[config.mk]
export PLATFORM = sky130hd
export DESIGN_NAME = rational_arith_reduce
export DESIGN_NICKNAME = d
export VERILOG_FILES = /design/src/hw/rtl/rar_pkg.sv /design/src/hw/rtl/rar_datapath.sv /design/src/hw/rtl/rar_ctrl.sv /design/src/hw/rtl/rational_arith_reduce.sv
export VERILOG_INCLUDE_DIRS = /design/src /design/src/hw/rtl
export SDC_FILE = /design/constraint.sdc
export NUM_CORES = 2
export LEC_CHECK = 0
export ABC_AREA = 1
export BUFFER_PORTS_ARGS = -buffer_cell sky130_fd_sc_hd__buf_4
export CAP_MARGIN = 20
export CORE_MARGIN = 4
export CORE_UTILIZATION = 25
export DETAILED_ROUTE_END_ITERATION = 12
export SLEW_MARGIN = 20
export SYNTH_ARGS = -nofsm -noshare
export SYNTH_HDL_FRONTEND = slang
export SYNTH_SLANG_ARGS = --single-unit
[constraint.sdc]
create_clock -name i_clk -period 15.8 [get_ports i_clk]
set_input_delay 0.79 -clock i_clk [delete_from_list [all_inputs] [get_ports i_clk]]
set_output_delay 0.79 -clock i_clk [all_outputs]
set_load 0.03 [all_outputs]
[src/hw/rtl/rational_arith_reduce_defines.svh]
// ---------------------------------------------------------------------------
// rational_arith_reduce_defines
// assertion macros shared by the rational reduce rtl
// ---------------------------------------------------------------------------
`ifndef RATIONAL_ARITH_REDUCE_DEFINES_SVH
`define RATIONAL_ARITH_REDUCE_DEFINES_SVH

// same-cycle implication, checked out of reset
`define RAR_ASSERT_IMPL(label, ante, cons) \
    label: assert property (@(posedge i_clk) disable iff (!i_rst_n) (ante) |-> (cons)) \
        else $error("rational_arith_reduce: check failed");

// next-cycle implication, checked out of reset
`define RAR_ASSERT_NEXT(label, ante, cons) \
    label: assert property (@(posedge i_clk) disable iff (!i_rst_n) (ante) |=> (cons)) \
        else $error("rational_arith_reduce: check failed");

`endif

[src/hw/rtl/rar_pkg.sv]
// ---------------------------------------------------------------------------
// rar_pkg
// widths, codes and controller/datapath interface types
// ---------------------------------------------------------------------------
package rar_pkg;

    // operand and intermediate widths
    localparam int OPW   = 16;
    localparam int PRODW = 2 * OPW;
    localparam int SUMW  = 2 * OPW + 1;
    localparam int NUMW  = 33;
    localparam int DENW  = 31;
    localparam int KW    = $clog2(SUMW + 1);
    localparam int CW    = $clog2(SUMW + 1);
    localparam int XW    = (SUMW + 1 > NUMW) ? SUMW + 1 : NUMW;

    // operation codes
    localparam logic [1:0] K_ADD = 2'd0;
    localparam logic [1:0] K_SUB = 2'd1;
    localparam logic [1:0] K_MUL = 2'd2;
    localparam logic [1:0] K_DIV = 2'd3;

    // product select codes for the shared multiplier
    typedef logic [1:0] t_msel;
    localparam t_msel MS_P0  = 2'd0;
    localparam t_msel MS_P1  = 2'd1;
    localparam t_msel MS_DEN = 2'd2;

    typedef struct packed {
        logic  load;
        logic  mul_en;
        t_msel mul_sel;
        logic  sum;
        logic  gcd_init;
        logic  gcd_step;
        logic  div_init;
        logic  div_step;
        logic  out_load;
    } t_cmd;

    typedef struct packed {
        logic trivial;
        logic gcd_done;
        logic div_last;
    } t_sts;

endpackage

[src/hw/rtl/rar_datapath.sv]
// ---------------------------------------------------------------------------
// rar_datapath
// operand registers, shared multiplier, signed add, binary gcd and two
// restoring dividers that reduce the result
// ---------------------------------------------------------------------------
module rar_datapath (
    input  logic                   i_clk,
    input  rar_pkg::t_cmd          i_cmd,
    output rar_pkg::t_sts          o_sts,
    input  logic [1:0]             i_kind,
    input  logic [63:0]            i_data,
    output logic [rar_pkg::NUMW-1:0] o_res_num,
    output logic [rar_pkg::DENW-1:0] o_res_den,
    output logic                   o_zero_den
);
    import rar_pkg::*;

    // operand registers, sign and magnitude
    logic [1:0]     r_kind;
    logic           r_an_s, r_ad_s, r_bn_s, r_bd_s;
    logic [OPW-1:0] r_an_m, r_ad_m, r_bn_m, r_bd_m;

    // products and sum
    logic             r_p0_s, r_p1_s, r_dn_s, r_num_s;
    logic [PRODW-1:0] r_p0_m, r_p1_m, r_dn_m;
    logic [SUMW-1:0]  r_num_m;

    // gcd and division state
    logic            r_force, r_dz, r_neg;
    logic [SUMW-1:0] r_gp, r_gq, r_g;
    logic [KW-1:0]   r_gk;
    logic [SUMW-1:0] r_nrem, r_nquo, r_drem, r_dquo;
    logic [CW-1:0]   r_cnt;

    // output registers
    logic [NUMW-1:0] r_res_num;
    logic [DENW-1:0] r_res_den;
    logic            r_zero_den;

    logic           mx_s, my_s;
    logic [OPW-1:0] mx_m, my_m;
    logic [PRODW-1:0] prod_m;
    logic           prod_s;
    logic [SUMW-1:0] sa, sb, sum_m;
    logic           sum_s;
    logic [SUMW-1:0] gcd_val;
    logic [SUMW:0]  n_trial, d_trial;
    logic [XW-1:0]  num_ext;

    // operand unpack: two's complement to sign and magnitude
    function automatic logic [OPW:0] to_sm(input logic [OPW-1:0] v);
        logic [OPW-1:0] m;
        m = v[OPW-1] ? (~v + 1'b1) : v;
        return {v[OPW-1], m};
    endfunction

    // multiplier operand select
    always_comb begin
        mx_s = r_an_s;
        mx_m = r_an_m;
        my_s = r_bd_s;
        my_m = r_bd_m;
        case (i_cmd.mul_sel)
            MS_P0: begin
                mx_s = r_an_s;
                mx_m = r_an_m;
                my_s = (r_kind == K_MUL) ? r_bn_s : r_bd_s;
                my_m = (r_kind == K_MUL) ? r_bn_m : r_bd_m;
            end
            MS_P1: begin
                mx_s = (r_kind == K_SUB) ? ~r_bn_s : r_bn_s;
                mx_m = (r_kind == K_MUL || r_kind == K_DIV) ? '0 : r_bn_m;
                my_s = r_ad_s;
                my_m = r_ad_m;
            end
            default: begin
                mx_s = r_ad_s;
                mx_m = r_ad_m;
                my_s = (r_kind == K_DIV) ? r_bn_s : r_bd_s;
                my_m = (r_kind == K_DIV) ? r_bn_m : r_bd_m;
            end
        endcase
        prod_m = PRODW'(mx_m) * PRODW'(my_m);
        prod_s = mx_s ^ my_s;
    end

    // signed magnitude add of the two cross products
    always_comb begin
        sa = SUMW'(r_p0_m);
        sb = SUMW'(r_p1_m);
        if (r_p0_s == r_p1_s) begin
            sum_m = sa + sb;
            sum_s = r_p0_s;
        end else if (sa >= sb) begin
            sum_m = sa - sb;
            sum_s = r_p0_s;
        end else begin
            sum_m = sb - sa;
            sum_s = r_p1_s;
        end
    end

    // gcd result and divider trial subtractions
    assign gcd_val = (r_gp | r_gq) << r_gk;
    assign n_trial = {r_nrem, r_nquo[SUMW-1]};
    assign d_trial = {r_drem, r_dquo[SUMW-1]};
    assign num_ext = r_neg ? (XW'(0) - XW'(r_nquo)) : XW'(r_nquo);

    // status back to the controller
    assign o_sts.trivial  = (r_num_m == '0) || (r_dn_m == '0);
    assign o_sts.gcd_done = (r_gp == '0) || (r_gq == '0);
    assign o_sts.div_last = (r_cnt == CW'(SUMW - 1));

    always_ff @(posedge i_clk) begin
        // accept an item
        if (i_cmd.load) begin
            r_kind <= i_kind;
            {r_an_s, r_an_m} <= to_sm(i_data[OPW-1:0]);
            {r_ad_s, r_ad_m} <= to_sm(i_data[16+OPW-1:16]);
            {r_bn_s, r_bn_m} <= to_sm(i_data[32+OPW-1:32]);
            {r_bd_s, r_bd_m} <= to_sm(i_data[48+OPW-1:48]);
        end

        // one product per cycle
        if (i_cmd.mul_en) begin
            case (i_cmd.mul_sel)
                MS_P0: begin
                    r_p0_m <= prod_m;
                    r_p0_s <= prod_s;
                end
                MS_P1: begin
                    r_p1_m <= prod_m;
                    r_p1_s <= prod_s;
                end
                default: begin
                    r_dn_m <= prod_m;
                    r_dn_s <= prod_s;
                end
            endcase
        end

        if (i_cmd.sum) begin
            r_num_m <= sum_m;
            r_num_s <= sum_s;
        end

        // gcd setup, also latch the special cases
        if (i_cmd.gcd_init) begin
            r_gp    <= r_num_m;
            r_gq    <= SUMW'(r_dn_m);
            r_gk    <= '0;
            r_force <= o_sts.trivial;
            r_dz    <= (r_dn_m == '0);
            r_neg   <= r_num_s ^ r_dn_s;
        end

        // binary gcd, one move per cycle
        if (i_cmd.gcd_step) begin
            if (!r_gp[0] && !r_gq[0]) begin
                r_gp <= r_gp >> 1;
                r_gq <= r_gq >> 1;
                r_gk <= r_gk + 1'b1;
            end else if (!r_gp[0]) begin
                r_gp <= r_gp >> 1;
            end else if (!r_gq[0]) begin
                r_gq <= r_gq >> 1;
            end else if (r_gp >= r_gq) begin
                r_gp <= (r_gp - r_gq) >> 1;
            end else begin
                r_gq <= (r_gq - r_gp) >> 1;
            end
        end

        // both dividers start together
        if (i_cmd.div_init) begin
            r_g    <= gcd_val;
            r_nrem <= '0;
            r_nquo <= r_num_m;
            r_drem <= '0;
            r_dquo <= SUMW'(r_dn_m);
            r_cnt  <= '0;
        end

        // restoring division, one quotient bit per cycle
        if (i_cmd.div_step) begin
            r_cnt <= r_cnt + 1'b1;
            if (n_trial >= {1'b0, r_g}) begin
                r_nrem <= SUMW'(n_trial - {1'b0, r_g});
                r_nquo <= {r_nquo[SUMW-2:0], 1'b1};
            end else begin
                r_nrem <= n_trial[SUMW-1:0];
                r_nquo <= {r_nquo[SUMW-2:0], 1'b0};
            end
            if (d_trial >= {1'b0, r_g}) begin
                r_drem <= SUMW'(d_trial - {1'b0, r_g});
                r_dquo <= {r_dquo[SUMW-2:0], 1'b1};
            end else begin
                r_drem <= d_trial[SUMW-1:0];
                r_dquo <= {r_dquo[SUMW-2:0], 1'b0};
            end
        end

        // result register
        if (i_cmd.out_load) begin
            if (r_force) begin
                r_res_num  <= '0;
                r_res_den  <= DENW'(1);
                r_zero_den <= r_dz;
            end else begin
                r_res_num  <= num_ext[NUMW-1:0];
                r_res_den  <= DENW'(r_dquo);
                r_zero_den <= 1'b0;
            end
        end
    end

    assign o_res_num  = r_res_num;
    assign o_res_den  = r_res_den;
    assign o_zero_den = r_zero_den;

endmodule

[src/hw/rtl/rar_ctrl.sv]
// ---------------------------------------------------------------------------
// rar_ctrl
// sequencer for load, products, sum, gcd, division and result hand-off
// ---------------------------------------------------------------------------
`include "rational_arith_reduce_defines.svh"

module rar_ctrl (
    input  logic          i_clk,
    input  logic          i_rst_n,
    input  logic          i_in_valid,
    output logic          o_in_ready,
    output logic          o_out_valid,
    input  logic          i_out_ready,
    output rar_pkg::t_cmd o_cmd,
    input  rar_pkg::t_sts i_sts
);
    import rar_pkg::*;

    localparam logic [3:0] S_IDLE  = 4'd0;
    localparam logic [3:0] S_MUL0  = 4'd1;
    localparam logic [3:0] S_MUL1  = 4'd2;
    localparam logic [3:0] S_MUL2  = 4'd3;
    localparam logic [3:0] S_SUM   = 4'd4;
    localparam logic [3:0] S_GINIT = 4'd5;
    localparam logic [3:0] S_GCD   = 4'd6;
    localparam logic [3:0] S_DIV   = 4'd7;
    localparam logic [3:0] S_OUT   = 4'd8;

    logic [3:0] r_state, n_state;
    logic       r_ovalid, n_ovalid;
    t_cmd       cmd;
    logic [6:0] cmd_steps;

    // next state and command decode
    always_comb begin
        n_state = r_state;
        cmd     = '0;
        unique case (r_state)
            S_IDLE: begin
                if (i_in_valid) begin
                    cmd.load = 1'b1;
                    n_state  = S_MUL0;
                end
            end
            S_MUL0: begin
                cmd.mul_en  = 1'b1;
                cmd.mul_sel = MS_P0;
                n_state     = S_MUL1;
            end
            S_MUL1: begin
                cmd.mul_en  = 1'b1;
                cmd.mul_sel = MS_P1;
                n_state     = S_MUL2;
            end
            S_MUL2: begin
                cmd.mul_en  = 1'b1;
                cmd.mul_sel = MS_DEN;
                n_state     = S_SUM;
            end
            S_SUM: begin
                cmd.sum = 1'b1;
                n_state = S_GINIT;
            end
            S_GINIT: begin
                cmd.gcd_init = 1'b1;
                n_state      = i_sts.trivial ? S_OUT : S_GCD;
            end
            S_GCD: begin
                if (i_sts.gcd_done) begin
                    cmd.div_init = 1'b1;
                    n_state      = S_DIV;
                end else begin
                    cmd.gcd_step = 1'b1;
                end
            end
            S_DIV: begin
                cmd.div_step = 1'b1;
                if (i_sts.div_last) begin
                    n_state = S_OUT;
                end
            end
            S_OUT: begin
                if (!r_ovalid || i_out_ready) begin
                    cmd.out_load = 1'b1;
                    n_state      = S_IDLE;
                end
            end
            default: begin
                n_state = S_IDLE;
            end
        endcase
    end

    // output valid flag
    always_comb begin
        n_ovalid = r_ovalid;
        if (cmd.out_load) begin
            n_ovalid = 1'b1;
        end else if (i_out_ready) begin
            n_ovalid = 1'b0;
        end
    end

    always_ff @(posedge i_clk) begin
        if (!i_rst_n) begin
            r_state  <= S_IDLE;
            r_ovalid <= 1'b0;
        end else begin
            r_state  <= n_state;
            r_ovalid <= n_ovalid;
        end
    end

    assign o_in_ready  = (r_state == S_IDLE);
    assign o_out_valid = r_ovalid;
    assign o_cmd       = cmd;

    // step commands, at most one per cycle
    assign cmd_steps = {cmd.load, cmd.sum, cmd.gcd_init, cmd.gcd_step,
                        cmd.div_init, cmd.div_step, cmd.out_load};

    // checks
    `RAR_ASSERT_NEXT(a_accept_to_mul, i_in_valid && r_state == S_IDLE, r_state == S_MUL0)
    `RAR_ASSERT_IMPL(a_valid_from_out, $rose(r_ovalid), $past(r_state) == S_OUT)
    `RAR_ASSERT_NEXT(a_div_to_out, r_state == S_DIV && i_sts.div_last, r_state == S_OUT)
    `RAR_ASSERT_IMPL(a_one_cmd, 1'b1, $onehot0(cmd_steps))

endmodule

[src/hw/rtl/rational_arith_reduce.sv]
// after accept the block forms the three products, the sum and the gcd setup; a zero
// numerator or denominator then goes straight to the result load, otherwise the
// binary gcd moves, divider setup, one restoring division step per quotient bit
// and the result load follow. the next item is taken once the result is in the output
// register; a valid result that the receiver has not taken holds off that load.
// reset: synchronous active-low i_rst_n clears the sequencer and output valid.
// ---------------------------------------------------------------------------
// rational_arith_reduce
// add, subtract, multiply or divide two signed fractions and reduce the
// result to lowest terms with a positive denominator
// ---------------------------------------------------------------------------
module rational_arith_reduce (
    input  logic        i_clk,
    input  logic        i_rst_n,
    input  logic        s_axis_tvalid,
    output logic        s_axis_tready,
    input  logic [63:0] s_axis_tdata,  // a_num, a_den, b_num, b_den
    input  logic [1:0]  s_axis_tuser,  // kind
    output logic        m_axis_tvalid,
    input  logic        m_axis_tready,
    output logic [63:0] m_axis_tdata,  // res_num, res_den
    output logic [0:0]  m_axis_tuser   // zero_den
);
    import rar_pkg::*;

    t_cmd            cmd;
    t_sts            sts;
    logic [NUMW-1:0] res_num;
    logic [DENW-1:0] res_den;
    logic            zero_den;

    // sequencer
    rar_ctrl u_ctrl (
        .i_clk       (i_clk),
        .i_rst_n     (i_rst_n),
        .i_in_valid  (s_axis_tvalid),
        .o_in_ready  (s_axis_tready),
        .o_out_valid (m_axis_tvalid),
        .i_out_ready (m_axis_tready),
        .o_cmd       (cmd),
        .i_sts       (sts)
    );

    // arithmetic
    rar_datapath u_dp (
        .i_clk      (i_clk),
        .i_cmd      (cmd),
        .o_sts      (sts),
        .i_kind     (s_axis_tuser),
        .i_data     (s_axis_tdata),
        .o_res_num  (res_num),
        .o_res_den  (res_den),
        .o_zero_den (zero_den)
    );

    assign m_axis_tdata = {res_den, res_num};
    assign m_axis_tuser = zero_den;

endmodule

### Yosys cells after proc, flatten, opt, wreduce, memory -nomap -nowiden

Cells that the tools add are included.

| operators by class | value |
|---|---|
| equal/unequal tests | 18 |
| muxes and demuxes | 66 |
| reductions and logical operators | 21 |
| $lt $le $gt $ge | 4 |
| bitwise logic cells | 9 |
| $add $sub $neg | 14 |
| $mul | 1 |
| shift operators | 1 |

Operator list:

| kind | count |
|---|---|
| 33-bit two-way mux | 24 |
| 33-bit subtractor | 4 |
| 33-bit logical NOT | 3 |
| 34-bit by 33-bit >= comparator with 1-bit output | 2 |
| 32-bit by 32-bit subtractor with 33-bit output | 2 |
| 16-bit by 1-bit adder with 16-bit output (second input constant) | 4 |
| 16-bit NOT | 4 |
| 16-bit one-hot mux with 2 select lines | 2 |
| 15-bit two-way mux | 4 |
| 16-bit two-way mux | 3 |
| 4-bit one-hot mux with 9 select lines | 1 |
| 32-bit by 32-bit adder with 33-bit output | 1 |
| 33-bit >= comparator | 1 |
| 33-bit OR | 1 |
| 33-bit by 6-bit left shift with 33-bit output | 1 |
| 1-bit by 33-bit subtractor with 33-bit output (first input constant) | 1 |
| 32-bit >= comparator | 1 |
| 32-bit logical NOT | 1 |
| 16-bit by 16-bit multiplier with 32-bit output | 1 |
| 6-bit two-way mux | 5 |
| 4-bit two-way mux | 5 |
| 1-bit two-way mux | 18 |
| 4-bit by 3-bit equality test with 1-bit output (second input constant) | 4 |
| 6-bit by 1-bit adder with 6-bit output (second input constant) | 2 |
| other kinds (23) | 39 |

| storage, ports and cells | value |
|---|---|
| flip-flop bits (word level) | 519 |
| output and inout port bits | 67 |
| word-level logic and storage cells | 172 |
| input bits | 70 |

### Longest topological paths before layout

| logic depth | value |
|---|---|
| word-level depth | 8 |
| gate-level depth with buffers | 32 |
| mapped depth without buffers | 30 |

### Hierarchy

Synthesis repeated with hierarchy kept, for this count alone.

| unflattened totals | value |
|---|---|
| cells, all modules | 6,501 |
| area, all modules | 48,641.7 sq um |

Modules (own cells, without submodules):

| module | instances | cells an instance | sequential area each (sq um) | area each (sq um) |
|---|---|---|---|---|
| rar_datapath | 1 | 6,431 | 14,714.1 | 48,225.0 |
| rar_ctrl | 1 | 70 | 100.1 | 416.6 |

### Least setup slack after synthesis

No wires, ideal clock.

| timing | value |
|---|---|
| path type | register to register |
| from | register u_dp.r_gq[10] |
| to | register u_dp.r_cnt[0], enable pin |
| period minus slack after synthesis | 11.413 ns |
| library setup time | 0.826 ns |
| arrival time | 10.588 ns |
| buffers on the path | 0 |
| data required time | 14.974 ns |
| slack | 4.387 ns |
| stages on the path, launching flop included | 7 |
| cell sequence | dfxtp_1 -> inv_1 -> nand4_1 -> nor3_1 -> nand4_1 -> a21boi_1 -> o21ai_0 |

| between the ends | value |
|---|---|
| word-level cells in the longest chain between the ends | 5 |

Ends and longest elaborated chain:

| what | RTL line | RTL |
|---|---|---|
| start, declared | rar_datapath.sv:30 | `logic [SUMW-1:0] r_gp, r_gq, r_g;` |
| start signal, assigned | rar_datapath.sv:150 | `r_gq <= SUMW'(r_dn_m);` |
| start signal, assigned | rar_datapath.sv:161 | `r_gq <= r_gq >> 1;` |
| start signal, assigned | rar_datapath.sv:166 | `r_gq <= r_gq >> 1;` |
| 33-bit logical NOT | rar_datapath.sv:111 | `assign o_sts.gcd_done = (r_gp == '0) \|\| (r_gq == '0);` |
| 1-bit logical OR | rar_datapath.sv:111 |  |
| 1-bit two-way mux | rar_ctrl.sv:69 | `if (i_sts.gcd_done) begin` |
| 2-bit two-way mux | rar_ctrl.sv:38 | `unique case (r_state)` |
| 2-bit nonzero test (no source line) | - |  |
| end signal, assigned | rar_datapath.sv:186 | `r_cnt <= r_cnt + 1'b1;` |
| end, declared | rar_datapath.sv:33 | `logic [CW-1:0] r_cnt;` |

No other way between the ends.
A chain may end at the register's enable or synchronous reset.

### Worst setup path after layout

| timing | value |
|---|---|
| from | register u_dp.r_kind[1] |
| to | register u_dp.r_p1_m[24] (data pin) |

| between the ends | value |
|---|---|
| word-level cells in the longest chain between the ends | 5 |
| elaborated cells on any way between the ends | 9 |
| classes of those cells | 1 x mul; 2 x eq/ne; 5 x mux; 1 x reduce/logical |

Ends and longest elaborated chain:

| what | RTL line | RTL |
|---|---|---|
| start, declared | rar_datapath.sv:19 | `logic [1:0] r_kind;` |
| start signal, assigned | rar_datapath.sv:117 | `r_kind <= i_kind;` |
| 2-bit equality test (on tied branches) | rar_datapath.sv:68, rar_datapath.sv:72, rar_datapath.sv:80 |  |
| 1-bit logical OR | rar_datapath.sv:72 | `mx_m = (r_kind == K_MUL \|\| r_kind == K_DIV) ? '0 : r_bn_m;` |
| 16-bit two-way mux | rar_datapath.sv:72 |  |
| 16-bit one-hot mux with 2 select lines | rar_datapath.sv:63 | `case (i_cmd.mul_sel)` |
| 16-bit by 16-bit multiplier with 32-bit output * | rar_datapath.sv:83 | `prod_m = PRODW'(mx_m) * PRODW'(my_m);` |
| named net u_dp.prod_m[24] | rar_datapath.sv:42 | `logic [PRODW-1:0] prod_m;` |
| end signal, assigned | rar_datapath.sv:132 | `r_p1_m <= prod_m;` |
| end, declared | rar_datapath.sv:25 | `logic [PRODW-1:0] r_p0_m, r_p1_m, r_dn_m;` |

The timed path passes the listed nets; every way through them passes the cells marked *.

==> flow_metrics.tcl <==
set metrics [dict create \
    status "finished, final reports clean" \
    std_cell_rows 162 \
    firstDrtPassIters 8 \
    grt_pass1_wl_um 283000 \
    die_h_um 451 \
    yosys.area_share.adder_pct 17.7 \
    path_max_fanout 34 \
    start_util_pct 25.2 \
    root_buffer "clkbuf_16" \
    muxShareOfSynthArea_pct 0.265 \
    synth_ff_type "edfxtp_1" \
    rr_worst_depth 23 \
    clock_path_buffers 3 \
    hold_class "in -> reg" \
    r2r_end "u_dp.r_p1_m[24]" \
    reg2reg_from "u_dp.r_kind[1]" \
    synthToLayoutAreaGrowth_pct 12.2 \
    synth-xor-area-share_pct 4.52 \
    finalNetCount 7292 \
    report.final.slew_viol_count 0 \
    routed_wl_um 190000 \
    final_antenna_net_count 0 \
    numClockSinks 519 \
    die_w_um 451 \
    setup_violations 0 \
    synth_cells 6614 \
    start_kind "flip-flop" \
    synthTopCellsByArea "edfxtp_1, nand2_1, ha_1" \
    globalplace.congestion 1.00 \
    io-pin-count 137 \
    place_inst 9204 \
    stdcell_count 9329 \
    syn-num-nets 7257 \
    yosysMostFrequentCell "nand2_1" \
    yosys.area.top_type "edfxtp_1" \
    hold_viol 0 \
    wire_per_inst_um 20.4 \
    synth_top_area_share_pct 27.0 \
    die_area_mm2 0.203 \
    synth_cell_types 66 \
    clkTransAtPathRegs_ns 0.06 \
    max_freq_mhz 119 \
    core_mm2 0.195 \
    path_cells "nand2_1 -> o21ai_0 -> o21ai_0 -> nor2_1 -> clkinv_1 -> nor2_1 -> fa_1 -> fa_1 -> fa_1 -> fa_1 -> fa_1 -> inv_1 -> fa_1 -> inv_1 -> ha_1 -> a21oi_1 -> o21ai_0 -> o21bai_1 -> a21oi_1 -> nor2_1 -> nor2_1 -> o21ai_0 -> xor2_1" \
    syn-cell-area_mm2 0.0491 \
    synth.avg_cell_area_um2 7.42 \
    period_minus_slack_ns 8.40 \
    vias_per_cell 4.86 \
    tightestPinTransition_ns 1.26 \
    end_kind "flip-flop" \
    arrival_ns 8.79 \
    synthArstFlopShare_pct 0 \
    antenna_found_initial 17 \
    grt_start_max_net_pins 82 \
    dp_hpwl_um 154000 \
    overflow 0 \
    slowest_stage "edfxtp_1" \
    grt_use_total_pct 18.2 \
    nFillCells 21500 \
    clock_latency_ns 0.70 \
    yosys_warnings 0 \
    crit_required_ns 16.19 \
    synth-simple-area-share_pct 22.1 \
    cts_tree "yes" \
    crit_end "u_dp.r_p1_m[24]" \
    critPathMaxStageDelay_ns 0.77 \
    grt_pass1_vias 44000 \
    synth.yosys.seq_area_share_pct 30.2 \
    vias 45300 \
    numCtsBuffers 66 \
    cts_resized 0 \
    synth_edf_count 442 \
    synth_compound_area_share_pct 15.3 \
    ff2ff_setup_slack_ns 7.40 \
    port_buffers 136 \
    post_cts_buffers 0 \
    relSlewSlack_pct 15.3 \
    rsz0062_at_grt "no" \
    fin_skew_ns 0.0559 \
    finalSetupTns_ns 0 \
    first_iter_violations 4055 \
    drc 0 \
    path_class "reg -> reg" \
    crit_top_cell "fa_1" \
    whs_path_depth 1 \
    crit_start "u_dp.r_kind[1]" \
    htreeDepth 3 \
    synthTopCellsByCount "nand2_1, inv_1, nor2_1, o21ai_0, a21oi_1" \
    ys_seq_elements 519 \
    period_share_pct 53.2 \
    layout-drive-gt1-share_pct 6.10 \
    synth_top_family_by_area "simple AND/OR/NAND/NOR gates" \
    hold_buffers 0 \
    maxCapViolCount 0 \
]
## final cells by class
cell class | instances | area [um^2] | share of cell area [%]
diodes | 5 | 12.5 | 0.0227
clock buffers | 81 | 1760 | 3.20
clock inverters | 38 | 430 | 0.782
inverters | 1041 | 3910 | 7.11
multi-input cells | 4838 | 29500 | 53.5
flip-flops and latches | 519 | 14800 | 26.9
well taps | 2624 | 3280 | 5.96
repair buffers | 183 | 1370 | 2.49
## sequential cells by signal (all words and copies together) (netlist names), 33 cells and up
| register | cells |
|---|---|
| u_dp.r_g | 33 |
| u_dp.r_dquo | 33 |
| u_dp.r_num_m | 33 |
| u_dp.o_res_num | 33 |
| u_dp.r_drem | 33 |
| u_dp.r_nquo | 33 |
| u_dp.r_gq | 33 |
| u_dp.r_nrem | 33 |
| u_dp.r_gp | 33 |
## per-layer routing
| metal | GRT usage (%) | up-vias | part of all wire (%) |
|---|---|---|---|
| met3 | 2.79 | 315 | 6.5 |
| li1 | - | 21600 | - |
| met2 | 29.2 | 1654 | 45 |
| met1 | 24.7 | 21800 | 45 |
| met4 | 6.95 | 0 | 4.2 |
| met5 | 0 | - | 0 |
## stage by stage
stage          cell area, um^2  util [%]  setup slack [ns]  hold slack, ns
2_1_floorplan            49100         -              4.39           0.462
3_3_place_gp             52800      27.1              7.34           0.484
3_5_place_dp             52800      27.1              7.40           0.498
4_1_cts                  55000      28.2              7.38           0.265
5_1_grt                  55000      28.2              6.76           0.275
6_report                 55000      28.2              7.40           0.307
## worst max-delay path: cells and delay by family, from the launching register on
kind | cells | cell delay, ns
adders and majority gates | 7 | 3.23
AOI/OAI and AO/OA | 7 | 1.58
and+or+nand+nor | 5 | 1.72
xor gates and xnor gates | 1 | 0.19
DFF | 1 | 0.77
buffers and inverters | 3 | 0.59
## placed cells by master, fill, tap and decap left out, types with 14 or more instances in the layout
master,instances
buf_4,182
edfxtp_1,442
a21oi_1,506
a21o_1,30
clkbuf_16,68
a22oi_1,43
nand2_1,1472
clkinv_1,14
nor4_1,35
o21ai_0,567
a21boi_0,15
nor3_1,83
o21bai_1,41
xnor2_1,59
o21ai_1,23
dfxtp_1,77
xor2_1,193
o211ai_1,23
inv_2,26
nor2_4,14
nor2_2,19
nor2_1,726
nand3_1,202
inv_1,1005
nand4_1,50
fa_1,201
ha_1,372
## kinds of logic after synthesis
kind of cell | count (synthesis)
and+or+nand+nor | 2654
AOI/OAI and AO/OA | 1345
buffers and inverters | 1257
adders and majority gates | 573
DFF | 519
xor gates and xnor gates | 253
muxes | 13
## worst min-delay path by stage
stage | slack [ns] | start | to
finish | 0.31 | s_axis_tuser[1] | u_dp.r_kind[1]
global route | 0.28 | s_axis_tuser[1] | u_dp.r_kind[1]
CTS | 0.26 | s_axis_tuser[1] | u_dp.r_kind[1]
detailed placement | 0.50 | u_dp.r_gq[32] | u_dp.r_gq[32]
global placement | 0.48 | u_dp.r_gq[32] | u_dp.r_gq[32]
floorplan | 0.46 | u_dp.r_gq[32] | u_dp.r_gq[32]
Power is not shown: default switching activity piles up to over one toggle a cycle in this logic, so the estimate is an artifact.
